===== config.mk =====
export PLATFORM = sky130hd
export DESIGN_NAME = wheel_speed_pid_drive_core
export DESIGN_NICKNAME = d
export VERILOG_FILES = /design/src/rtl/wspd_pkg.sv /design/src/rtl/wheel_speed_pid_drive_core.sv
export SDC_FILE = /design/constraint.sdc
export NUM_CORES = 2
export LEC_CHECK = 0
export BUFFER_PORTS_ARGS = -buffer_cell sky130_fd_sc_hd__buf_4
export CORE_ASPECT_RATIO = 0.8
export CORE_MARGIN = 2
export CORE_UTILIZATION = 55
export CTS_BUF_LIST = sky130_fd_sc_hd__clkbuf_16
export DETAILED_ROUTE_END_ITERATION = 16
export PLACE_DENSITY = 0.72
export SLEW_MARGIN = 20
export SYNTH_ARGS = -nofsm -noshare
export SYNTH_HDL_FRONTEND = slang
export SYNTH_SLANG_ARGS = --single-unit
export TNS_END_PERCENT = 30

===== constraint.sdc =====
create_clock -name clk_i -period 17.9 [get_ports clk_i]
set_input_delay 2.685 -clock clk_i [delete_from_list [all_inputs] [get_ports clk_i]]
set_output_delay 2.685 -clock clk_i [all_outputs]
set_load 0.01 [all_outputs]

===== src/rtl/wspd_pkg.sv =====
`timescale 1ns / 1ps
`default_nettype none

package wspd_pkg;

  localparam int CAPTURE_BITS_DEF   = 16;
  localparam int GAIN_FRAC_BITS_DEF = 8;

  localparam int SCALE_W = 24;
  localparam int GAIN_W  = 16;
  localparam int LIMIT_W = 12;
  localparam int SPEED_W = 25;
  localparam int TARGET_W = 24;
  localparam int ERR_W   = 26;
  localparam int INTEG_W = 32;
  localparam int DRIVE_W = 13;
  localparam int CFG_IDX_W  = 3;
  localparam int CFG_DATA_W = 24;

  localparam logic [SCALE_W-1:0] SCALE_RST = 24'd644429;
  localparam logic [GAIN_W-1:0]  GAIN_P_RST = 16'd2688;
  localparam logic [GAIN_W-1:0]  GAIN_I_RST = 16'd256;
  localparam logic [GAIN_W-1:0]  GAIN_D_RST = 16'd3;
  localparam logic [LIMIT_W-1:0] LIMIT_RST = 12'd1000;
  localparam logic [LIMIT_W-1:0] PWM_RST   = 12'd1000;
  localparam logic               SIDE_RST  = 1'b1;

  typedef enum logic [CFG_IDX_W-1:0] {
    REG_SPEED_SCALE = 3'd0,
    REG_GAIN_P      = 3'd1,
    REG_GAIN_I      = 3'd2,
    REG_GAIN_D      = 3'd3,
    REG_OUT_LIMIT   = 3'd4,
    REG_PWM_PERIOD  = 3'd5,
    REG_WHEEL_SIDE  = 3'd6
  } cfg_idx_e;

  typedef enum logic {
    CMD_CAPTURE = 1'b0,
    CMD_TICK    = 1'b1
  } cmd_e;

  typedef enum logic [3:0] {
    S_IDLE,
    S_CAP,
    S_DIV,
    S_SIGN,
    S_ERR,
    S_MP,
    S_MI,
    S_MD,
    S_SUM,
    S_CLAMP,
    S_MAP
  } state_e;

endpackage

`default_nettype wire


===== src/rtl/wheel_speed_pid_drive_core.sv =====
// Capture request: 24 divider steps of one restoring subtractor that is reused
// for every step, then sign and map; the divider is skipped when the period is zero.
// Tick request: error, three passes through one multiplier, sum, clamp, map.
// One request at a time; the input stalls until the result is loaded into the
// output register. Reset loads register defaults and clears all loop state.
`timescale 1ns / 1ps
`default_nettype none

module wheel_speed_pid_drive_core #(
  parameter int CAPTURE_BITS   = wspd_pkg::CAPTURE_BITS_DEF,
  parameter int GAIN_FRAC_BITS = wspd_pkg::GAIN_FRAC_BITS_DEF
) (
  input  wire                                  clk_i,
  input  wire                                  rst_ni,
  input  wire                                  cfg_we_i,
  input  wire  [wspd_pkg::CFG_IDX_W-1:0]       cfg_idx_i,
  input  wire  [wspd_pkg::CFG_DATA_W-1:0]      cfg_data_i,
  input  wire                                  in_valid_i,
  output logic                                 in_stall_o,
  input  wire                                  command_i,
  input  wire  [CAPTURE_BITS-1:0]              capture_value_i,
  input  wire                                  direction_level_i,
  input  wire  signed [wspd_pkg::TARGET_W-1:0] target_speed_i,
  output logic                                 out_valid_o,
  input  wire                                  out_stall_i,
  output logic signed [wspd_pkg::SPEED_W-1:0]  measured_speed_o,
  output logic signed [wspd_pkg::DRIVE_W-1:0]  drive_value_o,
  output logic [wspd_pkg::LIMIT_W-1:0]         compare_value_o,
  output logic                                 direction_pin_o
);
  import wspd_pkg::*;

  localparam int CB     = CAPTURE_BITS;
  localparam int CNT_W  = $clog2(SCALE_W + 1);
  localparam int MA_W   = GAIN_W + 1;
  localparam int MB_W   = INTEG_W + 2;
  localparam int PROD_W = MA_W + MB_W;
  localparam int ACC_W  = PROD_W + 2;

  state_e state_q, state_d;

  logic [SCALE_W-1:0] scale_q;
  logic [GAIN_W-1:0]  gain_p_q, gain_i_q, gain_d_q;
  logic [LIMIT_W-1:0] limit_q, pwm_q;
  logic               side_q;

  logic                     cmd_q;
  logic [CB-1:0]            cap_q;
  logic                     level_q;
  logic signed [TARGET_W-1:0] target_q;

  logic [CB-1:0]             last_q;
  logic signed [SPEED_W-1:0] speed_q;
  logic signed [INTEG_W-1:0] integ_q;
  logic signed [ERR_W-1:0]   prev_q;
  logic signed [DRIVE_W-1:0] drive_q;

  logic [CB-1:0]       period_q;
  logic [CB-1:0]       rem_q;
  logic [SCALE_W-1:0]  quo_q;
  logic [CNT_W-1:0]    cnt_q;

  logic signed [ERR_W-1:0]  err_q;
  logic signed [PROD_W-1:0] prod_q;
  logic signed [ACC_W-1:0]  acc_q;

  logic                      out_valid_q;
  logic signed [SPEED_W-1:0] out_speed_q;
  logic signed [DRIVE_W-1:0] out_drive_q;
  logic [LIMIT_W-1:0]        out_cmp_q;
  logic                      out_pin_q;

  logic                in_take, out_free;
  logic [CB:0]         cap_diff;
  logic [CB-1:0]       period_c;
  logic [CB:0]         rem_sh;
  logic [CB+1:0]       div_sub;
  logic signed [MA_W-1:0]   mul_a;
  logic signed [MB_W-1:0]   mul_b;
  logic signed [PROD_W-1:0] prod_d;
  logic signed [PROD_W-1:0] prod_sh;
  logic [PROD_W-INTEG_W:0]  prod_hi;
  logic signed [INTEG_W-1:0] integ_sat;
  logic signed [INTEG_W:0]   integ_sum;
  logic signed [ERR_W:0]     err_delta;
  logic signed [ACC_W-1:0]   lim_pos;
  logic signed [DRIVE_W:0]   per_s, drv_s, drv_c;
  logic [LIMIT_W-1:0]        cmp_c;
  logic                      pin_c;

  assign in_stall_o  = (state_q != S_IDLE);
  assign in_take     = in_valid_i && !in_stall_o;
  assign out_free    = !out_valid_q || !out_stall_i;

  assign out_valid_o      = out_valid_q;
  assign measured_speed_o = out_speed_q;
  assign drive_value_o    = out_drive_q;
  assign compare_value_o  = out_cmp_q;
  assign direction_pin_o  = out_pin_q;

  // a zero or negative difference wraps by the full-scale count, one short of 2^CB
  assign cap_diff = {1'b0, cap_q} - {1'b0, last_q};
  assign period_c = (cap_diff[CB] || (cap_diff[CB-1:0] == '0)) ?
                    (cap_diff[CB-1:0] - CB'(1)) : cap_diff[CB-1:0];
  assign rem_sh   = {rem_q, quo_q[SCALE_W-1]};
  assign div_sub  = {1'b0, rem_sh} - {2'b00, period_q};

  assign integ_sum = (INTEG_W+1)'(integ_q) + (INTEG_W+1)'(prev_q);
  assign err_delta = (ERR_W+1)'(err_q) - (ERR_W+1)'(prev_q);

  always_comb begin
    mul_a = MA_W'(gain_p_q);
    mul_b = MB_W'(err_q);
    case (state_q)
      S_MI: begin
        mul_a = MA_W'(gain_i_q);
        mul_b = MB_W'(integ_sum);
      end
      S_MD: begin
        mul_a = MA_W'(gain_d_q);
        mul_b = MB_W'(err_delta);
      end
      default: begin
        mul_a = MA_W'(gain_p_q);
        mul_b = MB_W'(err_q);
      end
    endcase
  end

  assign prod_d  = mul_a * mul_b;
  assign prod_sh = prod_q >>> GAIN_FRAC_BITS;
  assign prod_hi = prod_sh[PROD_W-1:INTEG_W-1];

  always_comb begin
    if ((&prod_hi) || !(|prod_hi)) begin
      integ_sat = prod_sh[INTEG_W-1:0];
    end else if (prod_sh[PROD_W-1]) begin
      integ_sat = {1'b1, {(INTEG_W-1){1'b0}}};
    end else begin
      integ_sat = {1'b0, {(INTEG_W-1){1'b1}}};
    end
  end

  assign lim_pos = ACC_W'({1'b0, limit_q});

  always_comb begin
    per_s = (DRIVE_W+1)'({1'b0, pwm_q});
    drv_s = (DRIVE_W+1)'(drive_q);
    if (drv_s > per_s) begin
      drv_c = per_s;
    end else if (drv_s < -per_s) begin
      drv_c = -per_s;
    end else begin
      drv_c = drv_s;
    end
    if (side_q) begin
      if (!drv_c[DRIVE_W]) begin
        cmp_c = drv_c[LIMIT_W-1:0];
        pin_c = 1'b0;
      end else begin
        cmp_c = LIMIT_W'(per_s + drv_c);
        pin_c = 1'b1;
      end
    end else begin
      if (!drv_c[DRIVE_W]) begin
        cmp_c = LIMIT_W'(per_s - drv_c);
        pin_c = 1'b1;
      end else begin
        cmp_c = LIMIT_W'(-drv_c);
        pin_c = 1'b0;
      end
    end
  end

  always_comb begin
    state_d = state_q;
    case (state_q)
      S_IDLE: begin
        if (in_take) begin
          state_d = (command_i == CMD_TICK) ? S_ERR : S_CAP;
        end
      end
      S_CAP:   state_d = (period_c == '0) ? S_SIGN : S_DIV;
      S_DIV:   state_d = (cnt_q == CNT_W'(1)) ? S_SIGN : S_DIV;
      S_SIGN:  state_d = S_MAP;
      S_ERR:   state_d = S_MP;
      S_MP:    state_d = S_MI;
      S_MI:    state_d = S_MD;
      S_MD:    state_d = S_SUM;
      S_SUM:   state_d = S_CLAMP;
      S_CLAMP: state_d = S_MAP;
      S_MAP:   state_d = out_free ? S_IDLE : S_MAP;
      default: state_d = S_IDLE;
    endcase
  end

  always_ff @(posedge clk_i or negedge rst_ni) begin
    if (!rst_ni) begin
      state_q <= S_IDLE;
    end else begin
      state_q <= state_d;
    end
  end

  always_ff @(posedge clk_i or negedge rst_ni) begin
    if (!rst_ni) begin
      scale_q  <= SCALE_RST;
      gain_p_q <= GAIN_P_RST;
      gain_i_q <= GAIN_I_RST;
      gain_d_q <= GAIN_D_RST;
      limit_q  <= LIMIT_RST;
      pwm_q    <= PWM_RST;
      side_q   <= SIDE_RST;
    end else if (cfg_we_i) begin
      case (cfg_idx_i)
        REG_SPEED_SCALE: scale_q  <= cfg_data_i[SCALE_W-1:0];
        REG_GAIN_P:      gain_p_q <= cfg_data_i[GAIN_W-1:0];
        REG_GAIN_I:      gain_i_q <= cfg_data_i[GAIN_W-1:0];
        REG_GAIN_D:      gain_d_q <= cfg_data_i[GAIN_W-1:0];
        REG_OUT_LIMIT:   limit_q  <= cfg_data_i[LIMIT_W-1:0];
        REG_PWM_PERIOD:  pwm_q    <= cfg_data_i[LIMIT_W-1:0];
        REG_WHEEL_SIDE:  side_q   <= cfg_data_i[0];
        default: ;
      endcase
    end
  end

  always_ff @(posedge clk_i) begin
    if (in_take) begin
      cmd_q    <= command_i;
      cap_q    <= capture_value_i;
      level_q  <= direction_level_i;
      target_q <= target_speed_i;
    end
  end

  always_ff @(posedge clk_i) begin
    case (state_q)
      S_CAP: begin
        period_q <= period_c;
        rem_q    <= '0;
        quo_q    <= (period_c == '0) ? {SCALE_W{1'b1}} : scale_q;
        cnt_q    <= CNT_W'(SCALE_W);
      end
      S_DIV: begin
        if (!div_sub[CB+1]) begin
          rem_q <= div_sub[CB-1:0];
        end else begin
          rem_q <= rem_sh[CB-1:0];
        end
        quo_q <= {quo_q[SCALE_W-2:0], !div_sub[CB+1]};
        cnt_q <= cnt_q - CNT_W'(1);
      end
      S_ERR: err_q <= ERR_W'(target_q) - ERR_W'(speed_q);
      S_MP: prod_q <= prod_d;
      S_MI: begin
        prod_q <= prod_d;
        acc_q  <= ACC_W'(prod_sh);
      end
      S_MD: begin
        prod_q <= prod_d;
        acc_q  <= acc_q + ACC_W'(integ_sat);
      end
      S_SUM: acc_q <= acc_q + ACC_W'(prod_sh);
      default: ;
    endcase
  end

  always_ff @(posedge clk_i or negedge rst_ni) begin
    if (!rst_ni) begin
      last_q  <= '0;
      speed_q <= '0;
      integ_q <= '0;
      prev_q  <= '0;
      drive_q <= '0;
    end else begin
      case (state_q)
        S_CAP: last_q <= cap_q;
        S_SIGN: begin
          if (level_q == side_q) begin
            speed_q <= SPEED_W'({1'b0, quo_q});
          end else begin
            speed_q <= -SPEED_W'({1'b0, quo_q});
          end
        end
        S_MD:  integ_q <= integ_sat;
        S_SUM: prev_q <= err_q;
        S_CLAMP: begin
          if (acc_q > lim_pos) begin
            drive_q <= DRIVE_W'(lim_pos);
          end else if (acc_q < -lim_pos) begin
            drive_q <= DRIVE_W'(-lim_pos);
          end else begin
            drive_q <= DRIVE_W'(acc_q);
          end
        end
        default: ;
      endcase
    end
  end

  always_ff @(posedge clk_i or negedge rst_ni) begin
    if (!rst_ni) begin
      out_valid_q <= 1'b0;
    end else if (state_q == S_MAP && out_free) begin
      out_valid_q <= 1'b1;
    end else if (!out_stall_i) begin
      out_valid_q <= 1'b0;
    end
  end

  always_ff @(posedge clk_i) begin
    if (state_q == S_MAP && out_free) begin
      out_speed_q <= speed_q;
      out_drive_q <= drive_q;
      out_cmp_q   <= cmp_c;
      out_pin_q   <= pin_c;
    end
  end

  a_div_count: assert property (@(posedge clk_i) disable iff (!rst_ni)
    state_q == S_DIV |-> cnt_q != '0)
    else $error("divider step with exhausted count");

  a_dispatch: assert property (@(posedge clk_i) disable iff (!rst_ni)
    in_take |=> (state_q == S_CAP) == ($past(command_i) == CMD_CAPTURE))
    else $error("request dispatched to wrong path");

  a_result_load: assert property (@(posedge clk_i) disable iff (!rst_ni)
    state_q == S_MAP && out_free |=> out_valid_q && state_q == S_IDLE)
    else $error("result not loaded on free output");

  a_result_src: assert property (@(posedge clk_i) disable iff (!rst_ni)
    $rose(out_valid_q) |-> $past(state_q == S_MAP))
    else $error("result raised outside map step");

  a_busy_quiet: assert property (@(posedge clk_i) disable iff (!rst_ni)
    state_q == S_DIV |=> !$past(cmd_q))
    else $error("tick request entered divider");

endmodule

`default_nettype wire

Word level (Yosys, flattened, before mapping)
Cells that the tools add are included.
{"block": "totals", "ff_bits": 497, "inputBits": 74, "wordCells": 126, "output_inout_bits": 53}
{"block": "op_classes", "reduce_logical": 28, "n_mul": 1, "muxes": 30, "n_lt_le_gt_ge": 4, "eq_ne": 20, "n_addsub": 15}
{"cell": "$pmux 53 s3", "count": 1}
{"cell": "$pmux 34 s2", "count": 1}
{"cell": "$mux 32", "count": 2}
{"cell": "$pmux 16 s2", "count": 2}
{"cell": "$add 53x32->53", "count": 1}
{"cell": "$add 53x43->53", "count": 1}
{"cell": "$gt 53x13->1", "count": 1}
{"cell": "$lt 53x53->1", "count": 1}
{"cell": "$neg 12->53", "count": 1}
{"cell": "$mul 17x34->51", "count": 1}
{"cell": "$pmux 24 s2", "count": 1}
{"cell": "$pmux 4 s10", "count": 1}
{"cell": "$mux 12", "count": 3}
{"cell": "$add 32x26->33", "count": 1}
{"cell": "$logic_not 16->1", "count": 2}
{"cell": "$mux 16", "count": 2}
{"cell": "$mux 14", "count": 2}
{"cell": "$sub 26x26->27", "count": 1}
{"cell": "$mux 13", "count": 2}
{"cell": "$sub 24x25->26", "count": 1}
{"cell": "$mux 25", "count": 1}
{"cell": "$neg 24->25", "count": 1}
{"cell": "$mux 24", "count": 1}
{"cell": "$sub 17x16->18", "count": 1}
{"cell": "other kinds (37)", "count": 66}

Depth between registers and ports, before layout
{"block": "depth", "ltp_word": 7, "ltp_mapped": 42, "depth_no_buf": 40}

Worst setup path before layout
Ideal clock, no wire load.
{"block": "synth_path", "kind": "reg-to-reg", "from": "register err_q[0]", "to": "register prod_q[50], data pin", "t_arrival_ns": 9.162, "stages_incl_launch_ff": 41, "path_slack_ns": 8.476, "period_less_slack_ns": 9.424, "cell_sequence": "edfxtp_1 inv_1 ha_1 inv_1 fa_1 a21o_1 nand4_1 a31oi_1 o21ai_0 o21ai_0 o41a_1 a21oi_1 a21oi_1 a21oi_2 clkinv_1 o21ai_1 buf_2 nand2_1 [5 not listed] fa_1 inv_1 fa_1 inv_1 ha_1 clkbuf_1 a21oi_1 nor2b_1 o21ai_0 o211ai_1 a31o_2 a21oi_1 o41ai_1 a21o_1 a41oi_1 o21ai_0 a211oi_1 xnor2_1"}
{"block": "synth_between", "elab_chain_len": 3}
{"item": "from (decl)", "line": "wheel_speed_pid_drive_core.sv:63", "source": "logic signed [ERR_W-1:0] err_q;"}
{"item": "from (signal assigned)", "line": "wheel_speed_pid_drive_core.sv:254", "source": "S_ERR: err_q <= ERR_W'(target_q) - ERR_W'(speed_q);"}
{"item": "$sub 26x26->27", "line": "wheel_speed_pid_drive_core.sv:109", "source": "assign err_delta = (ERR_W+1)'(err_q) - (ERR_W+1)'(prev_q);"}
{"item": "$pmux 34 s2 (*)", "line": "wheel_speed_pid_drive_core.sv:114", "source": "case (state_q)"}
{"item": "$mul 17x34->51 (*)", "line": "wheel_speed_pid_drive_core.sv:130", "source": "assign prod_d = mul_a * mul_b;"}
{"item": "named net prod_d[50]", "line": "wheel_speed_pid_drive_core.sv:80", "source": "logic signed [PROD_W-1:0] prod_d;"}
{"item": "to (signal assigned)", "line": "wheel_speed_pid_drive_core.sv:255", "source": "S_MP: prod_q <= prod_d;"}
{"item": "to (signal assigned)", "line": "wheel_speed_pid_drive_core.sv:257", "source": "prod_q <= prod_d;"}
{"item": "to (signal assigned)", "line": "wheel_speed_pid_drive_core.sv:261", "source": "prod_q <= prod_d;"}
{"item": "to (decl)", "line": "wheel_speed_pid_drive_core.sv:64", "source": "logic signed [PROD_W-1:0] prod_q;"}
The timed path passes the listed nets; every way through them passes the cells marked *.
A chain may end at the register's enable or synchronous reset.

Final worst setup path
{"block": "layout_path", "from": "register prev_q[0]", "to": "register prod_q[50], data pin"}
{"block": "layout_between", "elab_chain_len": 3, "word_cells_on_any_way": 4, "classes_between": "add/sub (2); mul (1); mux (1)"}
{"item": "from (decl)", "line": "wheel_speed_pid_drive_core.sv:55", "source": "logic signed [ERR_W-1:0] prev_q;"}
{"item": "from (signal assigned)", "line": "wheel_speed_pid_drive_core.sv:287", "source": "S_SUM: prev_q <= err_q;"}
{"item": "$add 32x26->33 / $sub 26x26->27 (equally long branches)", "line": "wheel_speed_pid_drive_core.sv:108, wheel_speed_pid_drive_core.sv:109"}
{"item": "$pmux 34 s2 (*)", "line": "wheel_speed_pid_drive_core.sv:114"}
{"item": "$mul 17x34->51 (*)", "line": "wheel_speed_pid_drive_core.sv:130"}
{"item": "named net prod_d[50]", "line": "wheel_speed_pid_drive_core.sv:80"}
Marked as above.

==> results.yml <==
route:
  vias: 40300
  drc: 0
  detailed_route_wl_um: 147000
  wl_met3_um: 16100
  wire_per_inst_um: 21.7
  antenna_violating_nets_post_route: 0
  detailedRoute.firstPassIterationCount: 6
  detail_route.iter0.violations: 4210
  met1Wirelength_um: 65200
  top_layer_reached_by_signal_wires: "met4"
  vias_per_cell: 5.95
  dr_wl_met2_um: 61900
synthesis:
  synth_cells: 5477
  yosys-top-cells-area: "fa_1 20%, edfxtp_1 16%, ha_1 10%"
  most_used_standard_cell_by_instance_count_after_synthesis: "inv_1"
  netlist_top_cells_count: "826 x inv_1, 718 x nand2_1, 513 x fa_1"
  yosysTopAreaCell: "fa_1"
  ys_ff_latch: 489
  yosys_warning_total: 0
  post_syn_nets: 6470
  synth_async_sr_flop_share_pct: 43.8
  postSynth.topFlopCell: "edfxtp_1"
  yosysTopAreaCellShare_pct: 20.4
  synth.yosys.seq_area_share_pct: 27.1
  syn_area_um2: 50400
  synth-edff-count: 275
  synthesis.area_per_instance_um2: 9.20
  synth_cell_type_count: 90
worst_setup_path:
  worstRegToRegCells: 34
  worst_path_arrival_time_ns: 11.58
  worst-setup-path-type: "register to register"
  critPathMaxStageDelay_ns: 0.85
  reg2reg_from: "prev_q[0]$_DFFE_PN0P_"
  critical-path-slowest-cell: "o41ai_1"
  crit_fanout: 9
  endpoint_class_of_the_critical_path: "register"
  regToRegEndpoint: "prod_q[50]$_DFFE_PP_"
  critical_path.startpoint_type: "register"
  path_common_cell: "fa_1"
  timing.critical_path.required_ns: 18.25
  r2r_setup_slack_ns: 6.67
cells_and_area:
  n_fill_cell: 7791
  drive_above_1_share_pct: 8.10
  finish.net_count: 6512
  area_growth_syn_to_layout_pct: 8.15
clock_tree:
  cts.clk_slew.worst_paths_ns: 0.07
  numClockSinks: 489
  cts_resized: 0
  clk_latency_ns: 0.61
  hold_buffers: 0
  cts-buffers-inserted: 49
  post-cts-setup-buffers: 0
  clockRootBuffer: "clkbuf_16"
  clock_path_buffers: 3
  htree_num_levels: 2
  tritoncts: "built"
sta:
  finalSetupTns_ns: 0
  final.min_clock_period_ns: 11.23
  rsz0062_at_grt: "false"
  relative_slew_slack_pct: 25.9
  share_of_the_clock_period_used_by_the_worst_path_pct: 62.7
  max_clock_freq_ghz: 0.0890
  hold_viol: 0
  tightestPinTransition_ns: 1.11
  timing_max_transition_violations_final: 0
  fin_skew_ns: 0.0320
  setup_viol_count_final: 0
hold_path:
  min_from: "speed_q[23]$_DFFE_PN0P_"
  kind_of_path_behind_the_tightest_hold_check: "register to register"
  worstHoldEndpoint: "measured_speed_o[23]$_DFFE_PP_"
  hold_path_depth: 0
placement:
  port_buffers: 126
  gpl.final_weighted_congestion: 0.971
  place_hpwl_um: 111000
die:
  top_level_ports: 127
  initial_utilization_pct: 55.3
  placementRows: 99
  core_region_area_um2: 91000
  floorplan.die.width_um: 342
  die_h_um: 275
  floorplan.die_area_um2: 94100
grt:
  grt_antenna_before_repair: 8
  grt_pass1_wl_um: 229000
  globalRouteTotalUtil_pct: 31.5
  first_global_vias: 39300
  residual_overflow_from_global_routing: 0
  maximum_number_of_pins_on_one_net_before_global_route_repair: 95
flow_run:
  reported_max_cap_violation_count: 0
status:
  outcome: "finished clean"
-- state kept, by name (all words and copies together), names as in the netlist, 24 cells and up --
register and cells:
integ_q 32, speed_q 25, scale_q 24, quo_q 24, measured_speed_o 25, err_q 26, prev_q 26, target_q 24
acc_q 53, prod_q 43
-- cell usage in the layout (no fill, tap or decap), types with 13 or more instances in the layout --
| cell | synthesis | layout |
|---|---|---|
| o211ai_1 | 24 | 24 |
| fa_1 | 513 | 513 |
| ha_1 | 406 | 406 |
| edfxtp_1 | 275 | 275 |
| a22oi_1 | 24 | 24 |
| a31oi_1 | 76 | 76 |
| dfrtp_1 | 184 | 184 |
| a21oi_1 | 271 | 268 |
| nand3_1 | 71 | 69 |
| o21ai_0 | 337 | 327 |
| xnor2_1 | 166 | 164 |
| nor2_1 | 340 | 336 |
| nor3_1 | 85 | 81 |
| nand2b_1 | 51 | 51 |
| o21bai_1 | 29 | 29 |
| and2_1 | 50 | 50 |
| mux2_2 | 68 | 68 |
| nor2b_1 | 72 | 72 |
| o21a_1 | 51 | 51 |
| dfstp_2 | 30 | 30 |
| buf_4 | 1 | 192 |
| clkbuf_16 | 0 | 51 |
| nor4_1 | 32 | 31 |
| o21ai_1 | 15 | 13 |
| a211oi_1 | 25 | 25 |
| inv_1 | 826 | 834 |
| and3_1 | 40 | 39 |
| xor2_1 | 79 | 78 |
| or3_1 | 14 | 14 |
| a31o_2 | 14 | 14 |
| nand4_1 | 39 | 39 |
| a21o_1 | 107 | 107 |
| nand2_1 | 718 | 715 |
| mux2i_1 | 41 | 41 |
-- routing by layer --
layer / vias up / GRT usage, %
met5: - / 0
met3: 220 / 7.75
li1: 18400 / -
met2: 1786 / 46.4
met4: 0 / 7.38
met1: 19900 / 46.8
-- per-stage QoR --
stage | setup WS (ns) | std cells | util, % | hold slack, ns | cell area [µm²]
final | 6.67 | 6772 | 59.9 | 0.484 | 54500
after global routing | 6.23 | 6770 | 59.9 | 0.488 | 54500
after CTS | 6.94 | 6770 | 59.8 | 0.479 | 54500
after detailed placement | 6.96 | 6680 | 58.0 | 0.471 | 52800
after global placement | 7.06 | 6680 | 58.0 | 0.456 | 52800
after floorplan | 8.48 | 5477 | - | 0.446 | 50400
-- logic make-up (layout without fill, tap and decap cells) --
group                    after synthesis  count (layout)  synth area share, %
multiplexers                         114             114                 2.56
buffers and inverters               1029            1110                 7.72
other                                  0               2                    0
AND/OR/NAND/NOR                     1561            1561                 14.0
XOR/XNOR                             247             247                 4.32
AO/OA/AOI/OAI                       1118            1118                 13.9
adder cells (fa/ha/maj)              919             919                 30.5
flip-flops                           489             489                 27.1
-- how the worst max path moves through the flow --
stage | start | to | slack (ns) | cells past startpoint
2_1_floorplan | err_q[0]$_DFFE_PP_ | prod_q[50]$_DFFE_PP_ | 8.48 | 40
3_3_place_gp | prev_q[0]$_DFFE_PN0P_ | prod_q[50]$_DFFE_PP_ | 7.06 | 34
3_5_place_dp | prev_q[0]$_DFFE_PN0P_ | prod_q[50]$_DFFE_PP_ | 6.96 | 34
4_1_cts | prev_q[0]$_DFFE_PN0P_ | prod_q[50]$_DFFE_PP_ | 6.94 | 34
5_1_grt | prev_q[0]$_DFFE_PN0P_ | prod_q[50]$_DFFE_PP_ | 6.23 | 34
6_report | prev_q[0]$_DFFE_PN0P_ | prod_q[50]$_DFFE_PP_ | 6.67 | 34
-- cell type report --
class / instances / area [µm²] / share of cell area, %
Antenna cell: 2 / 5.00 / 0.00918
Clock buffer: 51 / 1280 / 2.34
Clock inverter: 39 / 393 / 0.721
Inverter: 827 / 3100 / 5.70
Multi-Input combinational cell: 3959 / 33100 / 60.7
Sequential cell: 489 / 13700 / 25.0
Tap cell: 1212 / 1520 / 2.78
Timing Repair Buffer: 193 / 1460 / 2.67
-- worst max-delay path, delay by kind of cell, from the launching register on --
family                   cells  cell delay (ns)
flip-flops                   1             0.37
buffers and inverters        4             0.20
AO/OA/AOI/OAI               14             5.07
AND/OR/NAND/NOR              5             1.01
XOR/XNOR                     2             0.34
adder cells (fa/ha/maj)      9             3.98
Power is not shown: default switching activity piles up to over one toggle a cycle in this logic, so the estimate is an artifact.
